**src/sv/annexb_pkg.sv**
```systemverilog
`timescale 1ns / 1ps

package annexb_pkg;

  localparam int MAX_FRAME_BYTES_DEF = 1048576;
  localparam int MAX_NAL_UNITS_DEF   = 64;

  localparam int ADDR_W  = 20;
  localparam int TOTAL_W = 21;
  localparam int LEN_W   = 21;

  localparam logic [LEN_W-1:0] LEN_SAT    = '1;
  localparam logic [7:0]       START_BYTE = 8'h01;
  localparam logic [1:0]       ZR_MAX     = 2'd3;

  localparam logic [4:0] AVC_SPS  = 5'd7;
  localparam logic [4:0] AVC_PPS  = 5'd8;
  localparam logic [5:0] HEVC_VPS = 6'd32;
  localparam logic [5:0] HEVC_SPS = 6'd33;
  localparam logic [5:0] HEVC_PPS = 6'd34;

  typedef enum logic [1:0] {
    KIND_PAYLOAD,
    KIND_HEADER,
    KIND_DONE
  } kind_t;

  typedef enum logic [2:0] {
    PH_HEAD,
    PH_ZERO,
    PH_BYTE,
    PH_FLUSH,
    PH_CLOSE,
    PH_DONE
  } phase_t;

  typedef struct packed {
    kind_t               kind;
    logic [ADDR_W-1:0]   addr;
    logic [7:0]          data;
    logic [TOTAL_W-1:0]  total;
    logic                ovf;
  } res_t;

  typedef struct packed {
    logic push;
    logic fin;
  } emit_t;

  function automatic logic is_param_set(logic hevc, logic [7:0] b);
    logic [5:0] t_hevc;
    logic [4:0] t_avc;
    t_hevc = b[6:1];
    t_avc  = b[4:0];
    if (hevc) begin
      return (t_hevc == HEVC_VPS) || (t_hevc == HEVC_SPS) || (t_hevc == HEVC_PPS);
    end
    return (t_avc == AVC_SPS) || (t_avc == AVC_PPS);
  endfunction

endpackage

```
**src/sv/annexb_obuf.sv**
```systemverilog
`timescale 1ns / 1ps

module annexb_obuf import annexb_pkg::*; (
  input  logic  clk,
  input  logic  rst_n,
  input  emit_t emit,
  input  res_t  res,
  output logic  gen_ok,
  output logic  out_valid,
  input  logic  out_ready,
  output res_t  out_res,
  output logic  out_last
);

  logic hold_valid_r;
  logic hold_last_r;
  res_t hold_res_r;
  logic out_valid_r;
  res_t out_res_r;
  logic out_last_r;
  logic slot_free;
  logic hold_move;

  // hold stage keeps the newest beat until we know whether it ends its byte
  assign slot_free = !out_valid_r || out_ready;
  assign gen_ok    = !hold_valid_r || slot_free;
  assign hold_move = hold_valid_r && slot_free && (hold_last_r || emit.push);

  always_ff @(posedge clk) begin
    if (!rst_n) begin
      out_valid_r  <= 1'b0;
      hold_valid_r <= 1'b0;
      hold_last_r  <= 1'b0;
    end else begin
      if (hold_move) begin
        out_valid_r <= 1'b1;
      end else if (out_ready) begin
        out_valid_r <= 1'b0;
      end
      if (emit.push) begin
        hold_valid_r <= 1'b1;
        hold_last_r  <= emit.fin;
      end else if (hold_move) begin
        hold_valid_r <= 1'b0;
      end else if (emit.fin) begin
        hold_last_r <= 1'b1;
      end
    end
  end

  always_ff @(posedge clk) begin
    if (emit.push) begin
      hold_res_r <= res;
    end
    if (hold_move) begin
      out_res_r  <= hold_res_r;
      out_last_r <= hold_last_r;
    end
  end

  assign out_valid = out_valid_r;
  assign out_res   = out_res_r;
  assign out_last  = out_last_r;

endmodule

```
**src/sv/annexb_core.sv**
```systemverilog
`timescale 1ns / 1ps

module annexb_core import annexb_pkg::*; #(
  parameter int MAX_FRAME_BYTES = MAX_FRAME_BYTES_DEF,
  parameter int MAX_NAL_UNITS   = MAX_NAL_UNITS_DEF
) (
  input  logic       clk,
  input  logic       rst_n,
  input  logic       in_valid,
  output logic       in_ready,
  input  logic [7:0] in_byte,
  input  logic       in_end,
  input  logic       cfg_we,
  input  logic       cfg_hevc,
  input  logic       gen_ok,
  output emit_t      emit,
  output res_t       res
);

  localparam int PTR_W = $clog2(MAX_FRAME_BYTES + 1);
  localparam int IDX_W = $clog2(MAX_NAL_UNITS + 1);
  localparam logic [PTR_W:0]   CAP     = (PTR_W + 1)'(MAX_FRAME_BYTES);
  localparam logic [IDX_W-1:0] NAL_LIM = IDX_W'(MAX_NAL_UNITS);

  logic             item_valid_r;
  logic [7:0]       byte_r;
  logic             end_r;
  phase_t           phase_r, phase_nxt;
  logic [1:0]       cnt_r, cnt_nxt;
  logic             hevc_r;
  logic [1:0]       zr_r, zr_nxt;
  logic             in_stream_r, in_stream_nxt;
  logic             nal_open_r, nal_open_nxt;
  logic             nal_kept_r, nal_kept_nxt;
  logic [IDX_W-1:0] nal_index_r, nal_index_nxt;
  logic [PTR_W-1:0] header_addr_r, header_addr_nxt;
  logic [PTR_W-1:0] write_ptr_r, write_ptr_nxt;
  logic [LEN_W-1:0] nal_length_r, nal_length_nxt;
  logic             overflowed_r, overflowed_nxt;

  logic is_zero, is_start, hdr_due;
  logic fin;
  logic zr_inc, zr_dec, zr_clr, take_en, take_zero, start_en, nal_clr, hdr_en, done_en;

  logic [7:0]       take_val;
  logic             opening, active, kept_now, room;
  logic [PTR_W:0]   wp_sum;
  logic [PTR_W-1:0] wp_hdr, wp_base;
  logic [LEN_W-1:0] len_base;
  logic [PTR_W:0]   hdr_addr;
  logic [7:0]       len_byte;

  logic gen_v;
  res_t gen;
  logic step, load;

  assign is_zero  = byte_r == 8'h00;
  assign is_start = (byte_r == START_BYTE) && (zr_r >= 2'd2);
  assign hdr_due  = nal_open_r && nal_kept_r;

  // sequencing
  always_comb begin
    phase_nxt = phase_r;
    cnt_nxt   = cnt_r;
    fin       = 1'b0;
    case (phase_r)
      PH_HEAD: begin
        if (is_zero) begin
          if (end_r) phase_nxt = PH_FLUSH;
          else fin = 1'b1;
        end else if (is_start) begin
          if (hdr_due) begin
            phase_nxt = PH_CLOSE;
            cnt_nxt   = 2'd0;
          end else if (end_r) begin
            phase_nxt = PH_DONE;
          end else begin
            fin = 1'b1;
          end
        end else if (zr_r != 2'd0) begin
          phase_nxt = (zr_r == 2'd1) ? PH_BYTE : PH_ZERO;
        end else if (end_r) begin
          phase_nxt = PH_FLUSH;
        end else begin
          fin = 1'b1;
        end
      end
      PH_ZERO: begin
        if (zr_r == 2'd1) phase_nxt = PH_BYTE;
      end
      PH_BYTE: begin
        if (end_r) phase_nxt = PH_FLUSH;
        else fin = 1'b1;
      end
      PH_FLUSH: begin
        if (zr_r == 2'd0) begin
          if (hdr_due) begin
            phase_nxt = PH_CLOSE;
            cnt_nxt   = 2'd0;
          end else begin
            phase_nxt = PH_DONE;
          end
        end
      end
      PH_CLOSE: begin
        if (cnt_r == 2'd3) begin
          if (end_r) phase_nxt = PH_DONE;
          else fin = 1'b1;
        end else begin
          cnt_nxt = cnt_r + 2'd1;
        end
      end
      PH_DONE: begin
        fin = 1'b1;
      end
      default: begin
        fin = 1'b1;
      end
    endcase
    if (fin) phase_nxt = PH_HEAD;
  end

  // per-phase controls
  always_comb begin
    zr_inc    = 1'b0;
    zr_dec    = 1'b0;
    zr_clr    = 1'b0;
    take_en   = 1'b0;
    take_zero = 1'b0;
    start_en  = 1'b0;
    nal_clr   = 1'b0;
    hdr_en    = 1'b0;
    done_en   = 1'b0;
    case (phase_r)
      PH_HEAD: begin
        if (is_zero) begin
          if (zr_r != ZR_MAX) zr_inc = 1'b1;
          else take_en = 1'b1;
        end else if (is_start) begin
          start_en = 1'b1;
          zr_clr   = 1'b1;
          nal_clr  = !hdr_due;
        end else if (zr_r != 2'd0) begin
          take_en   = 1'b1;
          take_zero = 1'b1;
          zr_dec    = 1'b1;
        end else begin
          take_en = 1'b1;
        end
      end
      PH_ZERO: begin
        take_en   = 1'b1;
        take_zero = 1'b1;
        zr_dec    = 1'b1;
      end
      PH_BYTE: begin
        take_en = 1'b1;
      end
      PH_FLUSH: begin
        if (zr_r != 2'd0) begin
          take_en   = 1'b1;
          take_zero = 1'b1;
          zr_dec    = 1'b1;
        end else begin
          nal_clr = !hdr_due;
        end
      end
      PH_CLOSE: begin
        hdr_en  = 1'b1;
        nal_clr = cnt_r == 2'd3;
      end
      PH_DONE: begin
        done_en = 1'b1;
      end
      default: begin
        done_en = 1'b0;
      end
    endcase
  end

  // one byte into the current NAL
  always_comb begin
    take_val = take_zero ? 8'h00 : byte_r;
    opening  = !nal_open_r;
    active   = take_en && in_stream_r && !(opening && (nal_index_r >= NAL_LIM));
    kept_now = opening ? !is_param_set(hevc_r, take_val) : nal_kept_r;
    wp_sum   = {1'b0, write_ptr_r} + (PTR_W + 1)'(4);
    wp_hdr   = (wp_sum > CAP) ? CAP[PTR_W-1:0] : wp_sum[PTR_W-1:0];
    wp_base  = (opening && kept_now) ? wp_hdr : write_ptr_r;
    len_base = opening ? '0 : nal_length_r;
    room     = {1'b0, wp_base} < CAP;
    hdr_addr = {1'b0, header_addr_r} + (PTR_W + 1)'(cnt_r);
    case (cnt_r)
      2'd0:    len_byte = 8'h00;
      2'd1:    len_byte = 8'(nal_length_r >> 16);
      2'd2:    len_byte = nal_length_r[15:8];
      default: len_byte = nal_length_r[7:0];
    endcase
  end

  // datapath
  always_comb begin
    zr_nxt          = zr_r;
    in_stream_nxt   = in_stream_r;
    nal_open_nxt    = nal_open_r;
    nal_kept_nxt    = nal_kept_r;
    nal_index_nxt   = nal_index_r;
    header_addr_nxt = header_addr_r;
    write_ptr_nxt   = write_ptr_r;
    nal_length_nxt  = nal_length_r;
    overflowed_nxt  = overflowed_r;
    gen_v           = 1'b0;
    gen             = '0;

    if (zr_inc) zr_nxt = zr_r + 2'd1;
    if (zr_dec) zr_nxt = zr_r - 2'd1;
    if (zr_clr) zr_nxt = 2'd0;
    if (start_en) in_stream_nxt = 1'b1;

    if (active) begin
      if (opening) begin
        nal_open_nxt  = 1'b1;
        nal_index_nxt = nal_index_r + IDX_W'(1);
        nal_kept_nxt  = kept_now;
        if (kept_now) header_addr_nxt = write_ptr_r;
      end
      if (kept_now) begin
        nal_length_nxt = (len_base < LEN_SAT) ? len_base + LEN_W'(1) : len_base;
        write_ptr_nxt  = wp_base;
        if (room) begin
          gen_v         = 1'b1;
          gen.kind      = KIND_PAYLOAD;
          gen.addr      = ADDR_W'(wp_base);
          gen.data      = take_val;
          write_ptr_nxt = wp_base + PTR_W'(1);
        end else begin
          overflowed_nxt = 1'b1;
        end
      end
    end

    if (nal_clr) begin
      nal_open_nxt   = 1'b0;
      nal_kept_nxt   = 1'b0;
      nal_length_nxt = '0;
    end

    if (hdr_en) begin
      if (hdr_addr < CAP) begin
        gen_v    = 1'b1;
        gen.kind = KIND_HEADER;
        gen.addr = ADDR_W'(hdr_addr);
        gen.data = len_byte;
      end else begin
        overflowed_nxt = 1'b1;
      end
    end

    if (done_en) begin
      gen_v           = 1'b1;
      gen.kind        = KIND_DONE;
      gen.total       = TOTAL_W'(write_ptr_r);
      gen.ovf         = overflowed_r;
      zr_nxt          = 2'd0;
      in_stream_nxt   = 1'b0;
      nal_open_nxt    = 1'b0;
      nal_kept_nxt    = 1'b0;
      nal_index_nxt   = '0;
      header_addr_nxt = '0;
      write_ptr_nxt   = '0;
      nal_length_nxt  = '0;
      overflowed_nxt  = 1'b0;
    end
  end

  assign step      = item_valid_r && (!gen_v || gen_ok);
  assign in_ready  = !item_valid_r || (step && fin);
  assign load      = in_valid && in_ready;
  assign emit.push = step && gen_v;
  assign emit.fin  = step && fin;
  assign res       = gen;

  always_ff @(posedge clk) begin
    if (!rst_n) begin
      item_valid_r  <= 1'b0;
      phase_r       <= PH_HEAD;
      cnt_r         <= 2'd0;
      hevc_r        <= 1'b0;
      zr_r          <= 2'd0;
      in_stream_r   <= 1'b0;
      nal_open_r    <= 1'b0;
      nal_kept_r    <= 1'b0;
      nal_index_r   <= '0;
      header_addr_r <= '0;
      write_ptr_r   <= '0;
      nal_length_r  <= '0;
      overflowed_r  <= 1'b0;
    end else begin
      if (cfg_we) hevc_r <= cfg_hevc;
      if (load) begin
        item_valid_r <= 1'b1;
      end else if (step && fin) begin
        item_valid_r <= 1'b0;
      end
      if (step) begin
        phase_r       <= phase_nxt;
        cnt_r         <= cnt_nxt;
        zr_r          <= zr_nxt;
        in_stream_r   <= in_stream_nxt;
        nal_open_r    <= nal_open_nxt;
        nal_kept_r    <= nal_kept_nxt;
        nal_index_r   <= nal_index_nxt;
        header_addr_r <= header_addr_nxt;
        write_ptr_r   <= write_ptr_nxt;
        nal_length_r  <= nal_length_nxt;
        overflowed_r  <= overflowed_nxt;
      end
    end
  end

  always_ff @(posedge clk) begin
    if (load) begin
      byte_r <= in_byte;
      end_r  <= in_end;
    end
  end

`ifndef ASSERT_OFF
  a_phase_needs_item: assert property (@(posedge clk) disable iff (!rst_n)
    (phase_r != PH_HEAD) |-> item_valid_r)
    else $error("sequencer left head phase without a byte");

  a_kept_open: assert property (@(posedge clk) disable iff (!rst_n)
    nal_kept_r |-> nal_open_r)
    else $error("kept NAL is not open");

  a_close_valid: assert property (@(posedge clk) disable iff (!rst_n)
    (phase_r == PH_CLOSE) |-> (nal_open_r && nal_kept_r))
    else $error("length write without an open kept NAL");

  a_ptr_cap: assert property (@(posedge clk) disable iff (!rst_n)
    ({1'b0, write_ptr_r} <= CAP) && ({1'b0, header_addr_r} <= CAP))
    else $error("write pointer past capacity");

  a_done_last: assert property (@(posedge clk) disable iff (!rst_n)
    (emit.push && (res.kind == KIND_DONE)) |-> emit.fin)
    else $error("frame done beat is not the last of its byte");
`endif

endmodule

```
**src/sv/annexb_to_length_prefixed_nal_unit.sv**
```systemverilog
`timescale 1ns / 1ps

// Annex-B to length-prefixed NAL converter for H.264/H.265, one input byte per beat.
// Each byte steps a small sequencer that does one sub-step per cycle unless the output
// buffer holds back a beat: a plain byte or a zero byte is handled in the head phase
// alone, so an unstalled steady stream runs at one byte per cycle; a byte after held
// zeros first releases each held zero (up to three); a start code that closes a kept
// NAL then writes the four length bytes; the frame-end byte also releases its held
// zeros, closes the NAL, writes the four length bytes of a kept NAL and sends the done
// beat. Output beats are writes to the frame buffer (tuser 0 payload, 1 length header)
// and one done beat (tuser 2) carrying the total length and overflow flag; tlast marks
// the last beat caused by an input byte; beats pass the hold and output registers.
// The output ready feeds the input ready combinationally through the sequencer.
// cfg_wr_data selects H.265 type rules and should be written between frames.

module annexb_to_length_prefixed_nal_unit import annexb_pkg::*; #(
  parameter int MAX_FRAME_BYTES = MAX_FRAME_BYTES_DEF,
  parameter int MAX_NAL_UNITS   = MAX_NAL_UNITS_DEF
) (
  input  logic        clk,
  input  logic        rst_n,
  input  logic        in_tvalid,
  output logic        in_tready,
  input  logic [7:0]  in_tdata,   // [7:0] data_byte
  input  logic        in_tlast,
  output logic        out_tvalid,
  input  logic        out_tready,
  output logic [55:0] out_tdata,  // [19:0] write_addr, [27:20] write_byte,
                                  // [48:28] total_length, [49] overflow, [55:50] zero
  output logic [1:0]  out_tuser,  // [1:0] kind
  output logic        out_tlast,
  input  logic        cfg_wr_en,
  input  logic        cfg_wr_data
);

  emit_t emit;
  res_t  res;
  res_t  out_res;
  logic  gen_ok;

  annexb_core #(
    .MAX_FRAME_BYTES (MAX_FRAME_BYTES),
    .MAX_NAL_UNITS   (MAX_NAL_UNITS)
  ) u_core (
    .clk      (clk),
    .rst_n    (rst_n),
    .in_valid (in_tvalid),
    .in_ready (in_tready),
    .in_byte  (in_tdata),
    .in_end   (in_tlast),
    .cfg_we   (cfg_wr_en),
    .cfg_hevc (cfg_wr_data),
    .gen_ok   (gen_ok),
    .emit     (emit),
    .res      (res)
  );

  annexb_obuf u_obuf (
    .clk       (clk),
    .rst_n     (rst_n),
    .emit      (emit),
    .res       (res),
    .gen_ok    (gen_ok),
    .out_valid (out_tvalid),
    .out_ready (out_tready),
    .out_res   (out_res),
    .out_last  (out_tlast)
  );

  assign out_tdata = {6'b0, out_res.ovf, out_res.total, out_res.data, out_res.addr};
  assign out_tuser = out_res.kind;

endmodule

```
**config.mk**
```make
export PLATFORM = sky130hd
export DESIGN_NAME = annexb_to_length_prefixed_nal_unit
export DESIGN_NICKNAME = d
export VERILOG_FILES = /design/src/sv/annexb_pkg.sv /design/src/sv/annexb_obuf.sv /design/src/sv/annexb_core.sv /design/src/sv/annexb_to_length_prefixed_nal_unit.sv
export SDC_FILE = /design/constraint.sdc
export NUM_CORES = 1
export LEC_CHECK = 0
export BUFFER_PORTS_ARGS = -buffer_cell sky130_fd_sc_hd__buf_2
export CAP_MARGIN = 20
export CORE_ASPECT_RATIO = 1.2
export CORE_MARGIN = 1
export CORE_UTILIZATION = 55
export CTS_BUF_LIST = sky130_fd_sc_hd__clkbuf_8
export CTS_CLUSTER_DIAMETER = 60
export CTS_CLUSTER_SIZE = 28
export DETAILED_ROUTE_END_ITERATION = 7
export GPL_ROUTABILITY_DRIVEN = 0
export PLACE_DENSITY = 0.74
export SYNTH_ARGS = -nofsm -noshare
export SYNTH_HDL_FRONTEND = slang
export SYNTH_SLANG_ARGS = --single-unit
```
**constraint.sdc**
```tcl
create_clock -name clk -period 14.88 [get_ports clk]
set_input_delay 2.232 -clock clk [delete_from_list [all_inputs] [get_ports clk]]
set_output_delay 2.232 -clock clk [all_outputs]
set_load 0.005 [all_outputs]
```
After elaboration in Yosys (flattened, before gate mapping). Cells that the tools add are included.

Add/subtract/negate cells: 8. Magnitude comparators: 6. Equality and inequality tests: 26. Muxes and demuxes: 110. Reduce and logical (&&, ||, !) cells: 58.

Operators by type and width (number): $mux W21 (16); $mux W30 (4); $mux W1 (58); $add A21 B1 Y21 const B (2); $lt A21 B21 Y1 const B (2); $mux W3 (10); $mux W28 (1); $pmux W8 S3 (1); $add A21 B2 Y22 (1); $add A21 B3 Y22 const B (1); $gt A22 B21 Y1 const B (1); $lt A22 B21 Y1 const B (1); $mux W7 (3); $mux W2 (10); $eq A6 B6 Y1 const B (3); $reduce_bool A2 Y1 (8); $pmux W3 S5 (1); $logic_and A1 B1 Y1 (12); $reduce_and A3 Y1 (4); $ne A3 B1 Y1 const B (3); $pmux W1 S3 (3); $reduce_bool A3 Y1 (3); $eq A8 B1 Y1 const B (1); $logic_not A1 Y1 (8); 29 further kinds (51).

Register bits: 200. Bits of input ports: 15. Output and inout bits: 61. Word-level logic and storage cells: 237.

Longest topological paths before layout.
Word-level depth: 30. Mapped depth: 15.

Modules after synthesis. A second synthesis with hierarchy kept.

Cells, all modules: 1135. Area total of the unflattened synthesis: 10603.9 µm².

By module, submodules not included: annexb_core (instances 1, cells each 1010, area an instance 7285.7 µm²); annexb_obuf (instances 1, cells each 118, area an instance 3269.4 µm²); annexb_to_length_prefixed_nal_unit (instances 1, cells each 7, area an instance 48.8 µm²).

Worst setup path after synthesis. No wires, ideal clock.

Path kind: input to register. From: input out_tready. To: register u_obuf.out_last_r, in the netlist u_obuf.out_last, enable pin. Library setup time: 0.464 ns. Data arrival time: 8.170 ns. Path slack: 6.246 ns. Stages: 8. Cells stage by stage: nor2b_1 nand2_1 nand2_1 o41ai_1 a21oi_1 a31oi_1 o21ai_0 nor2_1.

RTL lines: from (decl) (RTL line annexb_to_length_prefixed_nal_unit.sv:27) `input logic out_tready,`; to (signal assigned) (RTL line annexb_obuf.sv:57) `out_last_r <= hold_last_r;`; to (decl) (RTL line annexb_obuf.sv:20) `logic out_last_r;`.

Final worst setup path.
From: register u_core.write_ptr_r[6]. To: output in_tready.

Cells in the longest elaborated chain, start to end: 16.

RTL lines: from (decl) (RTL line annexb_core.sv:37) `logic [PTR_W-1:0] write_ptr_r, write_ptr_nxt;`; from (signal assigned) (RTL line annexb_core.sv:314) `write_ptr_r <= write_ptr_nxt;`; $add A21 B3 Y22 (RTL line annexb_core.sv:187) `wp_sum = {1'b0, write_ptr_r} + (PTR_W + 1)'(4);`; $gt A22 B21 Y1 (RTL line annexb_core.sv:188) `wp_hdr = (wp_sum > CAP) ? CAP[PTR_W-1:0] : wp_sum[PTR_W-1:0];`; $mux W21 (RTL line annexb_core.sv:188); $mux W21 (*) (RTL line annexb_core.sv:189) `wp_base = (opening && kept_now) ? wp_hdr : write_ptr_r;`; $lt A21 B21 Y1 (*) (RTL line annexb_core.sv:191) `room = {1'b0, wp_base} < CAP;`; $mux W1 (*) (RTL line annexb_core.sv:230) `if (room) begin`; $mux W1 (*) (RTL line annexb_core.sv:227) `if (kept_now) begin`; $mux W1 (*) (RTL line annexb_core.sv:220) `if (active) begin`; $mux W1 (RTL line annexb_core.sv:249) `if (hdr_addr < CAP) begin`; $mux W1 (*) (RTL line annexb_core.sv:248) `if (hdr_en) begin`; $mux W1 (*) (RTL line annexb_core.sv:259) `if (done_en) begin`; $logic_not A1 Y1 (*) (RTL line annexb_core.sv:276) `assign step = item_valid_r && (!gen_v || gen_ok);`; $logic_or A1 B1 Y1 (*) (RTL line annexb_core.sv:276); $logic_and A1 B1 Y1 (*) (RTL line annexb_core.sv:276); $logic_and A1 B1 Y1 (*) (RTL line annexb_core.sv:277) `assign in_ready = !item_valid_r || (step && fin);`; $logic_or A1 B1 Y1 (*) (RTL line annexb_core.sv:277); to (decl) (RTL line annexb_to_length_prefixed_nal_unit.sv:23) `output logic in_tready,`.

Mark *: on every way between the ends. The rest lies on a longest branch, timed or not.

==> reports/results.ini <==
[grt]
use_met3_pct=4.70
grt_usage_pct=26.9
antenna_found_initial=0
grt_use_met1_pct=31.4
overflow=0
top_usage_layer=met2
grt_pass1_vias=7984
grt_pass1_wl_um=41000
use_met2_pct=46.8
grt_max_degree=68

[drt]
wl_um=26100
wl_per_cell_um=18.8
drtIter0Drc=789
viasPerCell=6.11
drc=0
vias=8507
first_pass_iters=8
ant_nets=0

[flow_run]
max_cap_viol_count=0

[die]
die_w_um=129
rows=55
coreArea_um2=18900
ios=76
start_util_pct=56.2
die_h_um=154
die_area_um2=19800

[worst_setup_path]
required_ns=12.65
critPathCaptureType=output port
worst-r2r-setup-slack_ns=10.39
rr_worst_depth=12
crit_path_start_kind=flip-flop
crit_type=reg -> out
critPathArrivalTime_ns=3.77
crit_fanout=18
timing.rr.start=u_core.write_ptr_r[3]
rr_endpoint=u_core.write_ptr_r[18]

[place]
place_inst=1360
port_buffers=69
hpwlAfterDp_um=18300

[logic_synthesis]
synthTopCellsByCount=114 x edfxtp_1, 113 x nand2_1, 86 x dfxtp_1
synth_flop_cell=edfxtp_1
ys_warn_count=0
synth_top_cell_area_share_pct=32.3
synth_cell_types=84
ys_seq_area_share_pct=48.5
synth-edff-count=114
yosysMostFrequentCell=edfxtp_1
synth_area_leaders=edfxtp_1 32%, dfxtp_1 16%, nand2_1 4.0%
syn_inst=1087
synth_area_leader_cell=edfxtp_1
synthArstFlopShare_pct=0
syn_area_um2=10600
synth_area_per_cell_um2=9.75
ys_seq_elements=200

[cells_and_area]
areaGrowthSynthToFinish_pct=7.79
fin_nets=1154
fillers=1633
multi_input_area_um2=5010
num_antenna_cells=0
finalCoreUtilization_pct=60.6
seqCellArea_um2=5140
finalNonFillerCells=1392
final_layout_size_suffix_gt1_share_pct=12.6

[clock_tree]
cts_resized=0
h-tree-depth=4
ctsHoldBuffers=0
cts_root_buf=clkbuf_8
clock_sinks=200
clockBufferDepth=2
clkLatencyLatePin_ns=0.48
cts_tree=done
post_cts_buffers=0
numCtsBuffers=17
path_clk_slew_ns=0.11

[sta]
final.setup.tns_ns=0
maxSlewHeadroom_pct=23.4
clock_skew_ns=0.0213
finalCritPeriodShare_pct=40.3
setup_viol=0
slew_viol_final=0
fmax_ghz=0.167
finalHoldViolations=0
worstMarginPinSlew_ns=1.15
period_needed_ns=6.00
rsz0062_at_grt=false

[min_path]
hold_start=u_obuf.hold_res_r[48]
hold_depth=0
holdPathEnd=u_obuf.out_res[48]
hold_class=reg -> reg

[pwr]
leakagePower_uw=0.00379
pwr_density_cell_nw_per_um2=94.2
ir_worst_vdd_v=0.0000692

[outcome]
status=finished clean

-- worst max-delay path, stage by stage, from the launching register on --
cell and delay [ns]:
dfxtp_1 0.63, nand4_1 0.40, nor4_1 0.84, nor4b_1 0.19
o211ai_1 0.39, a21oi_1 0.11, buf_4 0.23, o21ai_0 0.32
buf_2 0.18
-- stage by stage --
stage / power, µW / area (µm²) / setup slack (ns) / hold WS, ns
floorplan: 693 / 10600 / 6.25 / 0.400
global placement: 717 / 11000 / 9.02 / 0.400
detailed placement: 718 / 11000 / 9.01 / 0.405
CTS: 1080 / 11400 / 8.96 / 0.420
global route: 1120 / 11400 / 8.63 / 0.425
finish: 1080 / 11400 / 8.88 / 0.419
-- cells in the final DEF (no fill, tap or decap), drive strengths merged, types with 5 or more instances in the layout --
cell type	Yosys	final
nor4	13	13
buf	16	82
o21ai	74	74
dfxtp	86	86
a22oi	32	32
nor2	72	72
clkbuf	53	18
nand2b	13	13
a31oi	15	15
nor2b	40	40
o22ai	15	15
edfxtp	114	114
ha	15	15
xnor2	33	33
o211ai	8	8
a21boi	13	13
nor3	19	19
inv	19	26
and2	46	46
a21oi	43	43
or2	8	8
nor4b	6	6
xor2	26	26
nand2	113	113
o31ai	6	6
nand4	19	19
nand3	45	45
nor3b	5	5
a2111oi	5	5
and4	8	8
clkinv	0	5
a211oi	5	5
conb	1	6
or3	11	11
and3	23	23
mux2i	8	8
-- state kept, by name, summed over array words and instances, names as in the netlist, 2 cells and up --
signal,flops
u_obuf.out_res,52
u_core.write_ptr_r,21
u_core.zr_r,2
u_core.nal_index_r,7
u_core.nal_length_r,21
u_core.byte_r,8
u_obuf.hold_res_r,52
u_core.cnt_r,2
u_core.phase_r,3
u_core.header_addr_r,21
-- layout make-up --
cell class | count | area share, %
sequential | 200 | 45.0
multi-input combinational | 803 | 43.8
timing repair buffer | 82 | 3.88
tap | 256 | 2.80
clock buffer | 18 | 2.17
clock inverter | 14 | 1.69
inverter | 19 | 0.624
-- how the worst max path moves through the flow --
stage                            endpoint                   from  depth (start not counted)
final                           in_tready  u_core.write_ptr_r[6]                          8
after global routing            in_tready  u_core.write_ptr_r[6]                          8
after CTS                       in_tready        u_core.cnt_r[0]                         11
after detailed placement        in_tready             out_tready                          9
after global placement          in_tready             out_tready                          9
after floorplan           u_obuf.out_last             out_tready                          8
-- metal layers --
layer,routed length [µm],share of wire (%)
met5,0,0
met4,1160,4.4
met3,1540,5.9
met2,13300,51
met1,10200,39
-- cells by family (layout without fill, tap and decap cells) --
kind of cell | count (synthesis) | count (layout) | share of synthesized area (%)
and+or+nand+nor | 459 | 459 | 23.2
AOI/OAI and AO/OA | 253 | 253 | 15.7
DFF | 200 | 200 | 48.5
buffers and inverters | 89 | 133 | 4.73
xor gates and xnor gates | 59 | 59 | 4.87
adders and majority gates | 16 | 16 | 1.96
muxes | 10 | 10 | 0.968
other | 1 | 6 | 0.0354
-- where the power goes --
group / total (µW) / internal, µW / leakage [µW] / switching [µW]
logic: 106 / 38.6 / 0.00189 / 67.6
clock network: 367 / 150 / 0.000216 / 216
registers: 603 / 589 / 0.00168 / 14.8
total: 1080 / 777 / 0.00379 / 299
No activity file was read; power rests on OpenSTA's default activity.
